==> src/rtl/dtsi_pkg.sv <==
// Shared types, codes and constants for the decimal text to signed integer converter.
package dtsi_pkg;

  localparam int unsigned QUEUE_DEPTH = 2;

  localparam int unsigned CFG_INDEX_W = 2;
  localparam int unsigned CFG_DATA_W  = 64;
  localparam int unsigned VALUE_W     = 64;
  localparam int unsigned UBOUND_W    = 63;

  localparam logic [CFG_INDEX_W-1:0] CFG_LOWER_BOUND     = 2'd0;
  localparam logic [CFG_INDEX_W-1:0] CFG_UPPER_BOUND     = 2'd1;
  localparam logic [CFG_INDEX_W-1:0] CFG_GROUP_SEPARATOR = 2'd2;

  localparam logic [VALUE_W-1:0]  LOWER_BOUND_RST = 64'h8000_0000_0000_0000;
  localparam logic [UBOUND_W-1:0] UPPER_BOUND_RST = 63'h7FFF_FFFF_FFFF_FFFF;
  localparam logic [7:0]          SEPARATOR_RST   = 8'd0;

  localparam logic [7:0] CHAR_NUL   = 8'd0;
  localparam logic [7:0] CHAR_TAB   = 8'd9;
  localparam logic [7:0] CHAR_CR    = 8'd13;
  localparam logic [7:0] CHAR_SPACE = 8'd32;
  localparam logic [7:0] CHAR_PLUS  = 8'd43;
  localparam logic [7:0] CHAR_MINUS = 8'd45;
  localparam logic [7:0] CHAR_ZERO  = 8'd48;
  localparam logic [7:0] CHAR_NINE  = 8'd57;

  typedef logic [1:0] status_t;
  localparam status_t ST_OK       = 2'd0;
  localparam status_t ST_NODIGITS = 2'd1;
  localparam status_t ST_OVERFLOW = 2'd2;
  localparam status_t ST_INVALID  = 2'd3;

  // One classified text byte as it travels from the front end to the back end.
  typedef struct packed {
    logic       is_ws;
    logic       is_digit;
    logic [3:0] digit;
    logic       is_nul;
    logic       is_minus;
    logic       is_plus;
    logic       is_sep;
    logic       last;
  } char_class_t;

endpackage

==> src/rtl/dtsi_front.sv <==
// Front end: accepts text bytes and classifies each one for the back end.
module dtsi_front (
  input  logic                 in_valid,
  output logic                 in_stall,
  input  logic [7:0]           in_char_code,
  input  logic                 in_is_last,
  input  logic [7:0]           group_separator,
  input  logic                 q_full,
  output logic                 q_push,
  output dtsi_pkg::char_class_t q_item
);

  logic [3:0] digit_off;

  assign in_stall  = q_full;
  assign q_push    = in_valid && !q_full;
  assign digit_off = 4'(in_char_code - dtsi_pkg::CHAR_ZERO);

  always_comb begin
    q_item.is_ws    = ((in_char_code >= dtsi_pkg::CHAR_TAB) && (in_char_code <= dtsi_pkg::CHAR_CR))
                      || (in_char_code == dtsi_pkg::CHAR_SPACE);
    q_item.is_digit = (in_char_code >= dtsi_pkg::CHAR_ZERO) &&
                      (in_char_code <= dtsi_pkg::CHAR_NINE);
    q_item.digit    = digit_off;
    q_item.is_nul   = (in_char_code == dtsi_pkg::CHAR_NUL);
    q_item.is_minus = (in_char_code == dtsi_pkg::CHAR_MINUS);
    q_item.is_plus  = (in_char_code == dtsi_pkg::CHAR_PLUS);
    // A separator of zero means none is configured.
    q_item.is_sep   = (group_separator != dtsi_pkg::CHAR_NUL) &&
                      (in_char_code == group_separator);
    q_item.last     = in_is_last;
  end

endmodule

==> src/rtl/dtsi_queue.sv <==
// Short queue of classified bytes between the front end and the back end.
module dtsi_queue #(
  parameter int unsigned DEPTH = dtsi_pkg::QUEUE_DEPTH
) (
  input  logic                  clk,
  input  logic                  rst_n,
  input  logic                  push,
  input  dtsi_pkg::char_class_t push_item,
  output logic                  full,
  input  logic                  pop,
  output logic                  pop_valid,
  output dtsi_pkg::char_class_t pop_item
);

  localparam int unsigned PTR_W = (DEPTH > 1) ? $clog2(DEPTH) : 1;
  localparam int unsigned CNT_W = $clog2(DEPTH + 1);

  dtsi_pkg::char_class_t entry_r [DEPTH];
  logic [PTR_W-1:0] wr_ptr_r, wr_ptr_nxt;
  logic [PTR_W-1:0] rd_ptr_r, rd_ptr_nxt;
  logic [CNT_W-1:0] count_r, count_nxt;
  logic             do_push, do_pop;

  assign full      = (count_r == CNT_W'(DEPTH));
  assign pop_valid = (count_r != '0);
  assign pop_item  = entry_r[rd_ptr_r];
  assign do_push   = push && !full;
  assign do_pop    = pop && pop_valid;

  always_comb begin
    wr_ptr_nxt = wr_ptr_r;
    rd_ptr_nxt = rd_ptr_r;
    count_nxt  = count_r;
    if (do_push) begin
      wr_ptr_nxt = (wr_ptr_r == PTR_W'(DEPTH - 1)) ? '0 : wr_ptr_r + 1'b1;
    end
    if (do_pop) begin
      rd_ptr_nxt = (rd_ptr_r == PTR_W'(DEPTH - 1)) ? '0 : rd_ptr_r + 1'b1;
    end
    if (do_push && !do_pop) begin
      count_nxt = count_r + 1'b1;
    end else if (do_pop && !do_push) begin
      count_nxt = count_r - 1'b1;
    end
  end

  always_ff @(posedge clk) begin
    if (!rst_n) begin
      wr_ptr_r <= '0;
      rd_ptr_r <= '0;
      count_r  <= '0;
    end else begin
      wr_ptr_r <= wr_ptr_nxt;
      rd_ptr_r <= rd_ptr_nxt;
      count_r  <= count_nxt;
    end
  end

  always_ff @(posedge clk) begin
    if (do_push) begin
      entry_r[wr_ptr_r] <= push_item;
    end
  end

endmodule

==> src/rtl/dtsi_back.sv <==
// Back end: runs the parse state machine, accumulates digits and registers the result.
module dtsi_back (
  input  logic                              clk,
  input  logic                              rst_n,
  input  logic                              q_valid,
  input  dtsi_pkg::char_class_t             q_item,
  output logic                              q_pop,
  input  logic signed [dtsi_pkg::VALUE_W-1:0] lower_bound,
  input  logic [dtsi_pkg::UBOUND_W-1:0]     upper_bound,
  output logic                              out_valid,
  input  logic                              out_stall,
  output logic signed [dtsi_pkg::VALUE_W-1:0] out_parsed_value,
  output dtsi_pkg::status_t                 out_status
);

  localparam int unsigned EXT_W = dtsi_pkg::VALUE_W + 4;

  localparam logic [2:0] PH_LEAD   = 3'd0;
  localparam logic [2:0] PH_SIGN   = 3'd1;
  localparam logic [2:0] PH_DIGITS = 3'd2;
  localparam logic [2:0] PH_TRAIL  = 3'd3;
  localparam logic [2:0] PH_DONE   = 3'd4;

  logic [2:0]                          phase_r, phase_nxt;
  logic                                neg_r, neg_nxt;
  logic signed [dtsi_pkg::VALUE_W-1:0] acc_r, acc_nxt;
  dtsi_pkg::status_t                   err_r, err_nxt;

  logic                                out_valid_r;
  logic signed [dtsi_pkg::VALUE_W-1:0] out_value_r;
  dtsi_pkg::status_t                   out_status_r;

  logic                    take_out;
  logic signed [EXT_W-1:0] acc_x, acc_times10, dv_x, cand;
  logic signed [EXT_W-1:0] lb_x, ub_x;
  logic                    fits, use_neg, run_byte;
  dtsi_pkg::status_t       final_status;

  assign take_out = !out_valid_r || !out_stall;
  // Non-final bytes keep flowing even while a finished result waits.
  assign q_pop    = q_valid && (!q_item.last || take_out);

  // Bound check done on the widened product: acc*10 +/- digit compared with the bound.
  assign acc_x       = {{4{acc_r[dtsi_pkg::VALUE_W-1]}}, acc_r};
  assign acc_times10 = (acc_x <<< 3) + (acc_x <<< 1);
  assign dv_x        = $signed({{(EXT_W-4){1'b0}}, q_item.digit});
  assign lb_x        = {{4{lower_bound[dtsi_pkg::VALUE_W-1]}}, lower_bound};
  assign ub_x        = $signed({{(EXT_W-dtsi_pkg::UBOUND_W){1'b0}}, upper_bound});

  always_comb begin
    phase_nxt = phase_r;
    neg_nxt   = neg_r;
    acc_nxt   = acc_r;
    err_nxt   = err_r;
    run_byte  = 1'b0;
    use_neg   = neg_r;

    if (err_r == dtsi_pkg::ST_OK) begin
      unique case (phase_r)
        PH_LEAD: begin
          if (q_item.is_ws) begin
            phase_nxt = PH_LEAD;
          end else if (q_item.is_minus) begin
            neg_nxt   = 1'b1;
            phase_nxt = PH_SIGN;
          end else if (q_item.is_plus) begin
            phase_nxt = PH_SIGN;
          end else if (q_item.is_digit) begin
            phase_nxt = PH_DIGITS;
            run_byte  = 1'b1;
          end else begin
            err_nxt = dtsi_pkg::ST_NODIGITS;
          end
        end
        PH_SIGN: begin
          if (q_item.is_digit) begin
            phase_nxt = PH_DIGITS;
            run_byte  = 1'b1;
          end else begin
            err_nxt = dtsi_pkg::ST_NODIGITS;
          end
        end
        PH_DIGITS: begin
          run_byte = 1'b1;
        end
        PH_TRAIL: begin
          if (q_item.is_nul) begin
            phase_nxt = PH_DONE;
          end else if (!q_item.is_ws) begin
            err_nxt = dtsi_pkg::ST_INVALID;
          end
        end
        default: begin
          phase_nxt = phase_r;
        end
      endcase
    end

    cand = use_neg ? (acc_times10 - dv_x) : (acc_times10 + dv_x);
    fits = use_neg ? (cand >= lb_x) : (cand <= ub_x);

    if (run_byte && !q_item.is_sep) begin
      if (q_item.is_digit) begin
        if (fits) begin
          acc_nxt = cand[dtsi_pkg::VALUE_W-1:0];
        end else begin
          err_nxt = dtsi_pkg::ST_OVERFLOW;
        end
      end else if (q_item.is_ws) begin
        phase_nxt = PH_TRAIL;
      end else if (q_item.is_nul) begin
        phase_nxt = PH_DONE;
      end else begin
        err_nxt = dtsi_pkg::ST_INVALID;
      end
    end

    final_status = err_nxt;
    if ((err_nxt == dtsi_pkg::ST_OK) && ((phase_nxt == PH_LEAD) || (phase_nxt == PH_SIGN))) begin
      final_status = dtsi_pkg::ST_NODIGITS;
    end
  end

  always_ff @(posedge clk) begin
    if (!rst_n) begin
      phase_r     <= PH_LEAD;
      neg_r       <= 1'b0;
      acc_r       <= '0;
      err_r       <= dtsi_pkg::ST_OK;
      out_valid_r <= 1'b0;
    end else begin
      if (q_pop && q_item.last) begin
        phase_r     <= PH_LEAD;
        neg_r       <= 1'b0;
        acc_r       <= '0;
        err_r       <= dtsi_pkg::ST_OK;
        out_valid_r <= 1'b1;
      end else begin
        if (q_pop) begin
          phase_r <= phase_nxt;
          neg_r   <= neg_nxt;
          acc_r   <= acc_nxt;
          err_r   <= err_nxt;
        end
        if (!out_stall) begin
          out_valid_r <= 1'b0;
        end
      end
    end
  end

  always_ff @(posedge clk) begin
    if (q_pop && q_item.last) begin
      out_status_r <= final_status;
      out_value_r  <= (final_status == dtsi_pkg::ST_OK) ? acc_nxt : '0;
    end
  end

  assign out_valid        = out_valid_r;
  assign out_parsed_value = out_value_r;
  assign out_status       = out_status_r;

endmodule

==> src/rtl/decimal_text_to_signed_int.sv <==
// Top level of the streaming bounded decimal text to signed integer converter.
//
//   Channel   Direction  Handshake            Payload
//   in_       input      in_valid/in_stall    in_char_code, in_is_last
//   out_      output     out_valid/out_stall  out_parsed_value, out_status
//   cfg_      input      cfg_we               cfg_index, cfg_data
//
// One byte per cycle is accepted while in_stall is low; the back end retires one
// queued byte per cycle, bound by the single multiply-by-ten, add and compare on
// the accumulator, save a final byte held by an output stall. A final byte is
// queued first; its result and out_valid are registered when the back end pops it.
// Reset (rst_n low, synchronous) restores the bounds, clears the separator and
// empties the queue. An output stall holds only final bytes; the queue fills and
// then raises in_stall.
module decimal_text_to_signed_int #(
  parameter int unsigned QUEUE_DEPTH = dtsi_pkg::QUEUE_DEPTH
) (
  input  logic                                  clk,
  input  logic                                  rst_n,
  input  logic                                  in_valid,
  output logic                                  in_stall,
  input  logic [7:0]                            in_char_code,
  input  logic                                  in_is_last,
  output logic                                  out_valid,
  input  logic                                  out_stall,
  output logic signed [dtsi_pkg::VALUE_W-1:0]   out_parsed_value,
  output dtsi_pkg::status_t                     out_status,
  input  logic                                  cfg_we,
  input  logic [dtsi_pkg::CFG_INDEX_W-1:0]      cfg_index,
  input  logic [dtsi_pkg::CFG_DATA_W-1:0]       cfg_data
);

  logic signed [dtsi_pkg::VALUE_W-1:0] lower_bound_r;
  logic [dtsi_pkg::UBOUND_W-1:0]       upper_bound_r;
  logic [7:0]                          separator_r;

  logic                  q_full, q_push, q_pop, q_valid;
  dtsi_pkg::char_class_t push_item, pop_item;

  always_ff @(posedge clk) begin
    if (!rst_n) begin
      lower_bound_r <= dtsi_pkg::LOWER_BOUND_RST;
      upper_bound_r <= dtsi_pkg::UPPER_BOUND_RST;
      separator_r   <= dtsi_pkg::SEPARATOR_RST;
    end else if (cfg_we) begin
      unique case (cfg_index)
        dtsi_pkg::CFG_LOWER_BOUND:     lower_bound_r <= cfg_data;
        dtsi_pkg::CFG_UPPER_BOUND:     upper_bound_r <= cfg_data[dtsi_pkg::UBOUND_W-1:0];
        dtsi_pkg::CFG_GROUP_SEPARATOR: separator_r   <= cfg_data[7:0];
        default: begin
          separator_r <= separator_r;
        end
      endcase
    end
  end

  dtsi_front u_front (
    .in_valid        (in_valid),
    .in_stall        (in_stall),
    .in_char_code    (in_char_code),
    .in_is_last      (in_is_last),
    .group_separator (separator_r),
    .q_full          (q_full),
    .q_push          (q_push),
    .q_item          (push_item)
  );

  dtsi_queue #(
    .DEPTH (QUEUE_DEPTH)
  ) u_queue (
    .clk       (clk),
    .rst_n     (rst_n),
    .push      (q_push),
    .push_item (push_item),
    .full      (q_full),
    .pop       (q_pop),
    .pop_valid (q_valid),
    .pop_item  (pop_item)
  );

  dtsi_back u_back (
    .clk              (clk),
    .rst_n            (rst_n),
    .q_valid          (q_valid),
    .q_item           (pop_item),
    .q_pop            (q_pop),
    .lower_bound      (lower_bound_r),
    .upper_bound      (upper_bound_r),
    .out_valid        (out_valid),
    .out_stall        (out_stall),
    .out_parsed_value (out_parsed_value),
    .out_status       (out_status)
  );

endmodule
==> config.mk <==
export PLATFORM = sky130hd
export DESIGN_NAME = decimal_text_to_signed_int
export DESIGN_NICKNAME = d
export VERILOG_FILES = /design/src/rtl/dtsi_pkg.sv /design/src/rtl/dtsi_front.sv /design/src/rtl/dtsi_queue.sv /design/src/rtl/dtsi_back.sv /design/src/rtl/decimal_text_to_signed_int.sv
export SDC_FILE = /design/constraint.sdc
export NUM_CORES = 1
export LEC_CHECK = 0
export ABC_AREA = 1
export BUFFER_PORTS_ARGS = -buffer_cell sky130_fd_sc_hd__buf_2
export CAP_MARGIN = 10
export CELL_PAD_IN_SITES_DETAIL_PLACEMENT = 1
export CELL_PAD_IN_SITES_GLOBAL_PLACEMENT = 1
export CORE_ASPECT_RATIO = 1.2
export CORE_MARGIN = 2
export CORE_UTILIZATION = 38
export CTS_BUF_LIST = sky130_fd_sc_hd__clkbuf_8
export DETAILED_ROUTE_END_ITERATION = 7
export GPL_TIMING_DRIVEN = 1
export PLACE_DENSITY_LB_ADDON = 0.1
export SKIP_LAST_GASP = 1
export SYNTH_ARGS = -nofsm -noshare
export SYNTH_HDL_FRONTEND = slang
export SYNTH_SLANG_ARGS = --single-unit
==> constraint.sdc <==
create_clock -name clk -period 7.33 [get_ports clk]
set_input_delay 1.0995 -clock clk [delete_from_list [all_inputs] [get_ports clk]]
set_output_delay 1.0995 -clock clk [all_outputs]
set_load 0.05 [all_outputs]
==> results by group, run 1 <==
Drt
  • Total Wirelength: 111000 um
  • Wl on met1: 49300 um
  • Via density: 5.21
  • WL met3: 3780 um
  • Via Count: 28800
  • Routed len/inst: 20.1 um
  • Antenna viol nets, final: 0
  • 1st-iter DRT viols: roughly 1700
  • Pre-antenna DRT Iters: 5
  • DR top layer: met4
  • Met2 wire len: 53700 um
  • DRC Markers: 0

Power and ir drop
  • Sequential share of power: 15.8%
  • Leak: 0.0158 uW
  • Design Power: 16400 uW
  • Gate power share: 73.7%
  • PD cells: 540 nW/um2
  • Internal power: approximately 6700 uW
  • Worst VDD drop: 0.260 mV
  • Clock group share of total power: a little over a tenth
  • Sw frac: 59.1%
  • Switching power: between 9000 and 10000 uW

CTS
  • Clk pin slew, worst setup/hold paths: 0.07 ns
  • H-tree Lvls: 2
  • # clock sinks: 299
  • Cts hold-fix bufs: 0
  • CTS buffer count: between 50 and 60
  • Clock latency on the worst-skew pair: 0.67 ns
  • Clock Root Buffer: clkbuf_8
  • CTS tree: done
  • CTS Buffer Depth: 3

Setup path
  • R2R cell count: 41
  • CP Capture Type: flop
  • Critical path peak fanout: 14
  • WS Path Type: flop to flop
  • Startpoint class of the critical path: flop
  • Slowest cell on the critical path: ha_1
  • Flop2flop setup slack: between 0.4 and 0.5 ns
  • Worst path most repeated cell: nand2_1
  • CP delay by family, top: simple AND/OR/NAND/NOR gates
  • Buf+Inv Stages, Crit Path: 9
  • Worst endpoint required time: 7.74 ns
  • CP Data Arrival Time: 7.29 ns
  • Reg2reg start: u_back.acc_r[43]
  • CP peak stage delay: approximately 0.5 ns
  • Worst R2R End: u_back.out_parsed_value[13]

Timing
  • Fmax: 145 MHz
  • Crit path time final: slightly below 7 ns
  • Endpoints failing setup: 0
  • Hold slack: 0.460 ns
  • Worst slew pin tran: roughly 1.2 ns
  • Period utilization: approximately 94%
  • Final hold violations: 0
  • Slew HR: 21.9%
  • Post-Route Skew: approximately 0.027 ns
  • Post-route setup slack: 0.450 ns
  • Slew Limit Fails: 0

Min path
  • Worst hold start: lower_bound_r[53]
  • Number of cells on the worst hold path: 2
  • Worst Hold Class: flop to flop
  • Hold EP: lower_bound_r[53]

Synth
  • Synth area leader: nand2_1
  • Dominant synthesized flop cell: dfxtp_1
  • Post-Synthesis Cells: 4302
  • Synth top area share: 19.1%
  • Post-synthesis instance area: 26300 um2
  • Avg Cell Area, Syn: 6.11 um2
  • Post-synth EDFFs: 88
  • FF+latch count, synth: ~300
  • Syn Nets: 4586
  • Area contributors post-synth: nand2_1 19%, dfxtp_1 16%, inv_1 10%
  • Synth cell types: 56
  • Post-synthesis async set-or-reset flop share: 0%
  • Synth warn: 0
  • Part of the Yosys area used for sequential elements: 26.1%

Layout
  • Synth-to-layout area growth: 15.6%
  • Finished Cell Area: slightly above 30000 um2
  • Post-layout util: 44.4%
  • Fin nets: 4849
  • Layout cell share with drive strength beyond 1: 11.9%

Die
  • FP Rows: 105
  • Core box area: 68400 um2
  • Die W: 244 um
  • Initial Utilization: 38.4%
  • Die area: 71300 um2
  • Die H: approximately 290 um
  • Ports: 148

Place
  • Hpwl dp: 91800 um
  • GP Congestion: 0.941
  • Place WS: -0.118 ns
  • Input/output buffers: between 100 and 150
  • Area after DPL: slightly below 30000 um2

Status
  • Status: complete, no violations

GRT
  • Vias in the first global route: 29400
  • First-pass GRT wire length: approximately 170000 um
  • Global route overflow: 0
  • Largest net degree at the start of global routing: 88
  • GRT Util Overall: 30.9%
  • Initial antenna violation count: 1

Flow run
  • Max cap viols: 0
==> layout by cell type, fill, tap and decap left out, types with 30 or more instances in the layout <==
| master | n |
|---|---|
| xor2_1 | 61 |
| edfxtp_1 | 88 |
| o21ai_0 | 140 |
| and2_1 | 31 |
| a21oi_1 | 192 |
| nor3_1 | 33 |
| nor2_1 | 496 |
| nand3_1 | 238 |
| clkbuf_8 | 66 |
| ha_1 | 195 |
| inv_1 | 733 |
| nand2_2 | 36 |
| o21a_1 | 43 |
| nand2_1 | 1331 |
| buf_4 | 147 |
| o211ai_1 | 71 |
| inv_2 | 30 |
| buf_2 | 146 |
| nand4_1 | 94 |
| nor2_2 | 38 |
| dfxtp_1 | 210 |
==> synthesized netlist by cell type (all sizes together), types with 32 or more instances <==
library cell / count
nand3: 251
nor3: 39
buf: 32
o21ai: 145
edfxtp: 88
a21oi: 196
xor2: 64
nand4: 94
dfxtp: 211
nand2: 1367
o21a: 43
clkbuf: 64
inv: 749
ha: 201
nor2: 539
o211ai: 71
==> power by group through the flow <==
stage                     clock network (uW)  logic, uW  registers [uW]
final                                   1730      12100            2590
after global routing                    1840      13400            2620
after CTS                               1780      11800            2580
after detailed placement                   0      11600            2610
after global placement                     0      11500            2600
after floorplan                            0       6960            2830
==> area by class of cell <==
cell class | count | area, um2
Sequential cell | 299 | 6870
Clock inverter | 36 | 256
Multi-Input combinational cell | 3152 | 16300
Inverter | 755 | 2840
Antenna cell | 1 | 2.50
Tap cell | 909 | 1140
Fill cell | 9424 | 38100
Clock buffer | 66 | 908
Timing Repair Buffer | 303 | 2030
==> cell families after synthesis <==
family,share of synthesized area [%]
buffers and inverters,12.6
AOI/OAI and AO/OA,11.1
DFF,26.1
and+or+nand+nor,37.9
adders and majority gates,9.80
muxes,0.0381
xor gates and xnor gates,2.43
==> layer usage <==
metal	up-vias	global-route usage, %
met1	13800	39.3
met2	547	54.4
met5	-	0
li1	14200	-
met4	0	10.2
met3	180	2.90
==> stage by stage <==
step / std cells / setup TNS, ns
2_1_floorplan: 4302 / 0
3_3_place_gp: 5405 / -0.00527
3_5_place_dp: 5405 / -1.87
4_1_cts: 5510 / 0
5_1_grt: 5521 / -0.610
6_report: 5521 / 0
==> worst max-delay path by stage <==
stage / startpoint / endpoint / slack [ns] / cells past startpoint
global route: u_back.acc_r[0] / u_back.out_parsed_value[13] / -0.06 / 45
CTS: u_back.acc_r[8] / u_back.out_parsed_value[57] / 0.01 / 39
finish: u_back.acc_r[43] / u_back.out_parsed_value[13] / 0.45 / 41
detailed placement: u_back.acc_r[8] / u_back.out_parsed_value[57] / -0.12 / 38
floorplan: u_back.acc_r[0] / u_back.out_parsed_value[19] / 1.77 / 39
global placement: u_back.acc_r[8] / u_back.out_parsed_value[5] / -0.005 / 39
==> flip-flops by register name, summed over array words and instances (netlist names), named ones only <==
register	cells
lower_bound_r	64
u_back.acc_r	64
u_back.out_parsed_value	64
upper_bound_r	63
u_queue.entry_r	22
separator_r	8
u_back.phase_r	3
u_back.err_r	2
u_back.out_status	2
u_queue.count_r	2
u_back.neg_r	1
u_back.out_valid	1
u_queue.rd_ptr_r	1
u_queue.wr_ptr_r	1
==> what timing repair did <==
action,4_1_cts,5_1_grt
buffers inserted,3,10
pin swaps,2,5
resized for setup,2,63
endpoints found under the setup margin,86,131
==> worst register-to-register path, delay by kind of cell, from the launching register on <==
kind / cells / cell delay (ns)
flip-flops: 1 / 0.42
AND/OR/NAND/NOR: 29 / 4.08
buffers and inverters: 9 / 1.13
adder cells (fa/ha/maj): 2 / 0.82
XOR/XNOR: 1 / 0.18
Note: power is estimated with default switching activity, not from simulation.
==> inputs of run 2 (changes only) <==
==> constraint.sdc (replaced) <==
create_clock -name clk -period 7.33 [get_ports clk]
set_input_delay 0.733 -clock clk [delete_from_list [all_inputs] [get_ports clk]]
set_output_delay 0.733 -clock clk [all_outputs]
set_load 0.05 [all_outputs]
==> run 2 against run 1 <==
First-iteration DRC count down 8.7%. Via count down 0.14%. Cell count about the same. Worst hold slack worse by 0.19 ns. Die area unchanged. Count of clock-buffer cells in the layout down 5. Critical path depth down 3. Setup slack worse by 0.17 ns. Maximum frequency down 2.4%. Non-clock buffer count down 1. Clock skew down 0.0093 ns. Critical path type unchanged. Critical endpoint is now u_back.out_parsed_value[14]. Largest cell class unchanged.
==> results by group, run 2 (synthesis results as in run 1) <==
Status
  • Status: complete, no violations

Die
  • Die W: 244 um (unchanged)
  • Ports: 148 (unchanged)
  • Initial Utilization: 38.4% (unchanged)
  • Core box area: 68400 um2 (unchanged)
  • Die H: 292 um (unchanged)
  • Die area: 71300 um2 (unchanged)
  • FP Rows: 105 (unchanged)

Timing
  • Crit path time final: 7.05 ns (+0.167 ns)
  • Post-Route Skew: 0.0182 ns (-0.00928 ns)
  • Slew Limit Fails: 0 (unchanged)
  • Post-route setup slack: 0.283 ns (-0.167 ns)
  • Worst slew pin tran: 1.07 ns (-0.0953 ns)
  • Endpoints failing setup: 0 (unchanged)
  • Period utilization: 96.1% (+2.3 points)
  • Final hold violations: 0 (unchanged)
  • Slew HR: 28.2% (+6.4 points)
  • Fmax: 142 MHz (-2.4%)

Min path
  • Worst Hold Class: input port to flop

Setup path
  • WS Path Type: flop to flop
  • CP Data Arrival Time: 7.56 ns (+0.27 ns)
  • CP delay by family, top: simple AND/OR/NAND/NOR gates
  • CP peak stage delay: 0.45 ns (-0.04 ns)
  • Worst endpoint required time: 7.84 ns (+0.10 ns)
  • Slowest cell on the critical path: ha_1
  • Buf+Inv Stages, Crit Path: 8 (-1)
  • Critical path peak fanout: 14 (unchanged)
  • Worst path most repeated cell: nand2_1
  • CP Capture Type: flop
  • Startpoint class of the critical path: flop

CTS
  • Clk pin slew, worst setup/hold paths: 0.07 ns (about the same)
  • CTS buffer count: 53 (-1.9%)
  • Cts hold-fix bufs: 0 (unchanged)
  • CTS Buffer Depth: 3 (unchanged)
  • # clock sinks: 299 (unchanged)
  • CTS tree: done
  • H-tree Lvls: 2 (unchanged)
  • Clock latency on the worst-skew pair: 0.66 ns (about the same)
  • Clock Root Buffer: clkbuf_8

Drt
  • Via Count: 28700 (-0.14%)
  • WL met3: 3750 um (-0.72%)
  • Wl on met1: 49400 um (+0.17%)
  • Pre-antenna DRT Iters: 5 (unchanged)
  • DRC Markers: 0 (unchanged)
  • Via density: 5.21 (about the same)
  • Routed len/inst: 20.0 um (-0.31%)
  • Met2 wire len: 53100 um (-1.1%)
  • 1st-iter DRT viols: 1511 (-8.7%)
  • Total Wirelength: 110000 um (-0.39%)
  • Antenna viol nets, final: 0 (unchanged)
  • DR top layer: met5

GRT
  • Vias in the first global route: 29300 (-0.43%)
  • First-pass GRT wire length: 169000 um (-0.87%)
  • Largest net degree at the start of global routing: 80 (-9.1%)
  • Initial antenna violation count: 2 (+1)
  • GRT Util Overall: 30.6% (-0.26 points)
  • Global route overflow: 0 (unchanged)

Place
  • GP Congestion: 0.944 (+0.30%)
  • Input/output buffers: 147 (unchanged)
  • Place WS: -0.0117 ns (+0.107 ns)
  • Hpwl dp: 91600 um (-0.17%)
  • Area after DPL: 28900 um2 (unchanged)

Flow run
  • Max cap viols: 0 (unchanged)

Power and ir drop
  • PD cells: 539 nW/um2 (about the same)
  • Worst VDD drop: 0.268 mV (+3.1%)
  • Leak: 0.0158 uW (-0.27%)

Layout
  • Layout cell share with drive strength beyond 1: 11.5% (-0.40 points)
  • Synth-to-layout area growth: 15.3%
  • Most frequent cells in the layout: 1333 x nand2_1, 737 x inv_1, 502 x nor2_1
  • Finished Cell Area: 30300 um2 (-0.29%)
  • Fin nets: 4847 (-0.041%)
  • Most common cell after layout, fill and taps aside: nand2_1
==> run 2: area by class of cell <==
cell class                 instances  area (um2)
fill                            9411       38200
multi-input combinational       3152       16300
sequential                       299        6870
inverter                         755        2840
timing repair buffer             302        2020
tap                              909        1140
clock buffer                      61         840
clock inverter                    38         273
antenna                            1        2.50
==> run 2: what timing repair did <==
item                                   CTS  global route
gates resized for setup                  0            56
cloned                                   0             0
setup endpoints to repair               14           131
endpoints found under the hold margin    0             0
buffers inserted                         2            10
pin swaps                                1             8
==> run 2: path summary, 6_finish.rpt <==
check / startpoint / end / slack, ns / depth (start not counted)
max: u_back.acc_r[27] / u_back.out_parsed_value[14] / 0.28 / 38
min: in_is_last / u_queue.entry_r[0][0] / 0.27 / 1
max reg2reg: u_back.acc_r[27] / u_back.out_parsed_value[14] / 0.28 / 38
min reg2reg: u_queue.rd_ptr_r / flop / 0.46 / 1
==> run 2: layer usage <==
| metal | track usage (%) | vias to the layer above |
|---|---|---|
| li1 | - | 14200 |
| met1 | 39.2 | 13800 |
| met2 | 53.9 | 563 |
| met3 | 2.38 | 185 |
| met4 | 10.4 | 2 |
| met5 | 0 | - |
==> run 2: where the power goes <==
part	switching [uW]	internal (uW)
registers	417	2160
clock network	764	903
logic	8480	3610
total	9660	6680
==> run 2: through the flow <==
| step | hold slack, ns | TNS [ns] | total power (uW) | utilization [%] | cells |
|---|---|---|---|---|---|
| 3_3_place_gp | 0.436 | 0 | 14100 | 42.2 | 5405 |
| 6_report | 0.267 | 0 | 16300 | 44.3 | 5517 |
| 3_5_place_dp | 0.455 | -0.0183 | 14300 | 42.2 | 5405 |
| 5_1_grt | 0.245 | -3.68 | 17700 | 44.3 | 5517 |
| 4_1_cts | 0.226 | 0 | 16000 | 43.8 | 5506 |
| 2_1_floorplan | 0.426 | 0 | 9790 | - | 4302 |
==> inputs of run 3 (changes only) <==
Settings changed: CELL_PAD_IN_SITES_DETAIL_PLACEMENT 1 to default, CELL_PAD_IN_SITES_GLOBAL_PLACEMENT 1 to default, PLACE_DENSITY_LB_ADDON 0.1 to default.
==> run 3 against run 2 <==
Register-to-register slack improved by 0.08 ns. Sequential cell count unchanged. Clock power decreased by 6%. Cell count decreased by 0.11%. Worst hold slack got worse by 0.016 ns. First-iteration DRC count increased by 37%. Sequential power decreased by 3%. Power decreased by 4.2%. Clock skew increased by 0.021 ns. Critical path type unchanged. Critical endpoint is now u_back.out_parsed_value[19]. Highest routed layer is now met4.
==> results by group, run 3 (synthesis results as in run 1) <==
Die
  • Die W: 244 um (unchanged)
  • Ports: 148 (unchanged)
  • Die H: 292 um (unchanged)
  • Initial Utilization: 38.4% (unchanged)
  • Core box area: 68400 um2 (unchanged)
  • FP Rows: 105 (unchanged)
  • Die area: 71300 um2 (unchanged)

Timing
  • Final hold violations: 0 (unchanged)
  • Fmax: 143 MHz (+1.1%)
  • Post-Route Skew: 0.0392 ns (+0.0210 ns)
  • Worst slew pin tran: 1.10 ns (+0.0262 ns)
  • Slew HR: 26.7% (-1.5 points)
  • Endpoints failing setup: 0 (unchanged)
  • Period utilization: 95.1% (-1.1 points)
  • Crit path time final: 6.97 ns (-0.0773 ns)
  • Hold slack: 0.251 ns (-0.0160 ns)
  • Slew Limit Fails: 0 (unchanged)

Setup path
  • Slowest cell on the critical path: fa_1
  • CP peak stage delay: 0.41 ns (-0.04 ns)
  • WS Path Type: flop to flop
  • Critical path peak fanout: 9 (-5)
  • CP Capture Type: flop
  • CP delay by family, top: simple AND/OR/NAND/NOR gates
  • Buf+Inv Stages, Crit Path: 11 (+3)
  • Startpoint class of the critical path: flop
  • Worst endpoint required time: 7.83 ns (about the same)
  • Worst path most repeated cell: nand2_1
  • CP Data Arrival Time: 7.47 ns (-0.09 ns)

Layout
  • Multi-input gate area: 16400 um2 (+0.77%)
  • Fill cell count: 7482 (-20%)
  • Post-route insts no fill: 5511 (-0.11%)
  • Most frequent cells in the layout: 1329 x nand2_1, 730 x inv_1, 497 x nor2_1
  • Layout cell share with drive strength beyond 1: 11.9% (+0.34 points)
  • Fin nets: 4840 (-0.14%)
  • Most common cell after layout, fill and taps aside: nand2_1
  • Synth-to-layout area growth: 15.7%
  • Register Area: 6870 um2 (about the same)

Drt
  • 1st-iter DRT viols: 2065 (+37%)
  • DRC Markers: 0 (unchanged)
  • Antenna viol nets, final: 0 (unchanged)
  • Via density: 5.07 (-2.5%)
  • Pre-antenna DRT Iters: 6 (+1)
  • Total Wirelength: 100000 um (-9.3%)
  • Via Count: 28000 (-2.6%)
  • Routed len/inst: 18.2 um (-9.2%)

GRT
  • Initial antenna violation count: 2 (unchanged)
  • GRT Util Overall: 27.1% (-3.6 points)
  • Vias in the first global route: 26700 (-9.1%)
  • First-pass GRT wire length: 150000 um (-11%)
  • Largest net degree at the start of global routing: 88 (+10%)
  • Global route overflow: 0 (unchanged)

Power and ir drop
  • Clock group share of total power: 10.0% (-0.2 points)
  • Gate power share: 74.0% (about the same)
  • Sequential share of power: 16.0% (+0.2 points)
  • Leak: 0.0157 uW (-0.16%)
  • PD cells: 514 nW/um2 (-4.6%)
  • Switching power: 9080 uW (-6.0%)
  • Worst VDD drop: 0.258 mV (-3.6%)
  • Sw frac: 58.0% (-1.1 points)
  • Internal power: 6560 uW (-1.7%)

Place
  • Hpwl dp: 80100 um (-13%)
  • GP Congestion: 1.01 (+7.1%)
  • Input/output buffers: 147 (unchanged)
  • Dpl cells: 5387 (-0.33%)

CTS
  • Cts hold-fix bufs: 0 (unchanged)
  • Clock Root Buffer: clkbuf_8
  • Clock latency on the worst-skew pair: 0.68 ns (+0.02 ns)
  • CTS Buffer Depth: 3 (unchanged)
  • CTS buffer count: 53 (unchanged)
  • # clock sinks: 299 (unchanged)
  • Clk pin slew, worst setup/hold paths: 0.07 ns (about the same)
  • H-tree Lvls: 2 (unchanged)
  • CTS tree: done

Status
  • Status: complete, no violations

Flow run
  • Max cap viols: 0 (unchanged)

Min path
  • Worst Hold Class: input port to flop
==> run 3: stage by stage <==
step	power (uW)	worst slack [ns]	TNS [ns]	utilization, %	cell area, um2
after floorplan	9790	1.77	0	-	26300
after global placement	13600	-0.181	-11.42	42.0	28700
after detailed placement	13600	-0.129	-3.56	42.0	28700
after CTS	15300	0.00456	0	43.5	29800
after global routing	17000	-0.0448	-0.376	44.4	30400
final	15600	0.360	0	44.4	30400
==> run 3: final cells by class <==
type | count | share of cell area [%]
Multi-Input combinational cell | 3152 | 54.0
Sequential cell | 299 | 22.6
Inverter | 755 | 9.38
Timing Repair Buffer | 295 | 6.83
Tap cell | 909 | 3.74
Clock buffer | 57 | 2.58
Clock inverter | 43 | 0.827
Antenna cell | 1 | 0.00823
==> run 3: metal layers <==
layer	track usage (%)	vias to the layer above	routed length [um]
li1	-	14200	-
met1	32.4	12800	41800
met2	48.2	749	48400
met3	3.23	224	4780
met4	12.2	0	5140
met5	0	-	0
==> run 3: power by group through the flow <==
stage	combinational (uW)	sequential (uW)	clock [uW]
floorplan	6960	2830	0
detailed placement	11100	2520	0
CTS	11200	2490	1620
finish	11600	2500	1570
global placement	11000	2530	0
global route	12800	2540	1680
==> run 3: what timing repair did <==
item / in CTS / in global routing
hold endpoints to repair: 0 / 0
gates resized for setup: 5 / 86
cloned: 0 / 5
pin swaps: 0 / 16
endpoints found under the setup margin: 120 / 131
setup buffers: 0 / 18
==> run 3: final timing paths <==
check                    startpoint                           to  slack, ns  depth (start not counted)
setup reg to reg    u_back.acc_r[2]  u_back.out_parsed_value[19]       0.36                         49
hold reg to reg   lower_bound_r[43]            lower_bound_r[43]       0.46                          2
setup / recovery    u_back.acc_r[2]  u_back.out_parsed_value[19]       0.36                         49
hold / removal           in_is_last        u_queue.entry_r[1][0]       0.25                          1
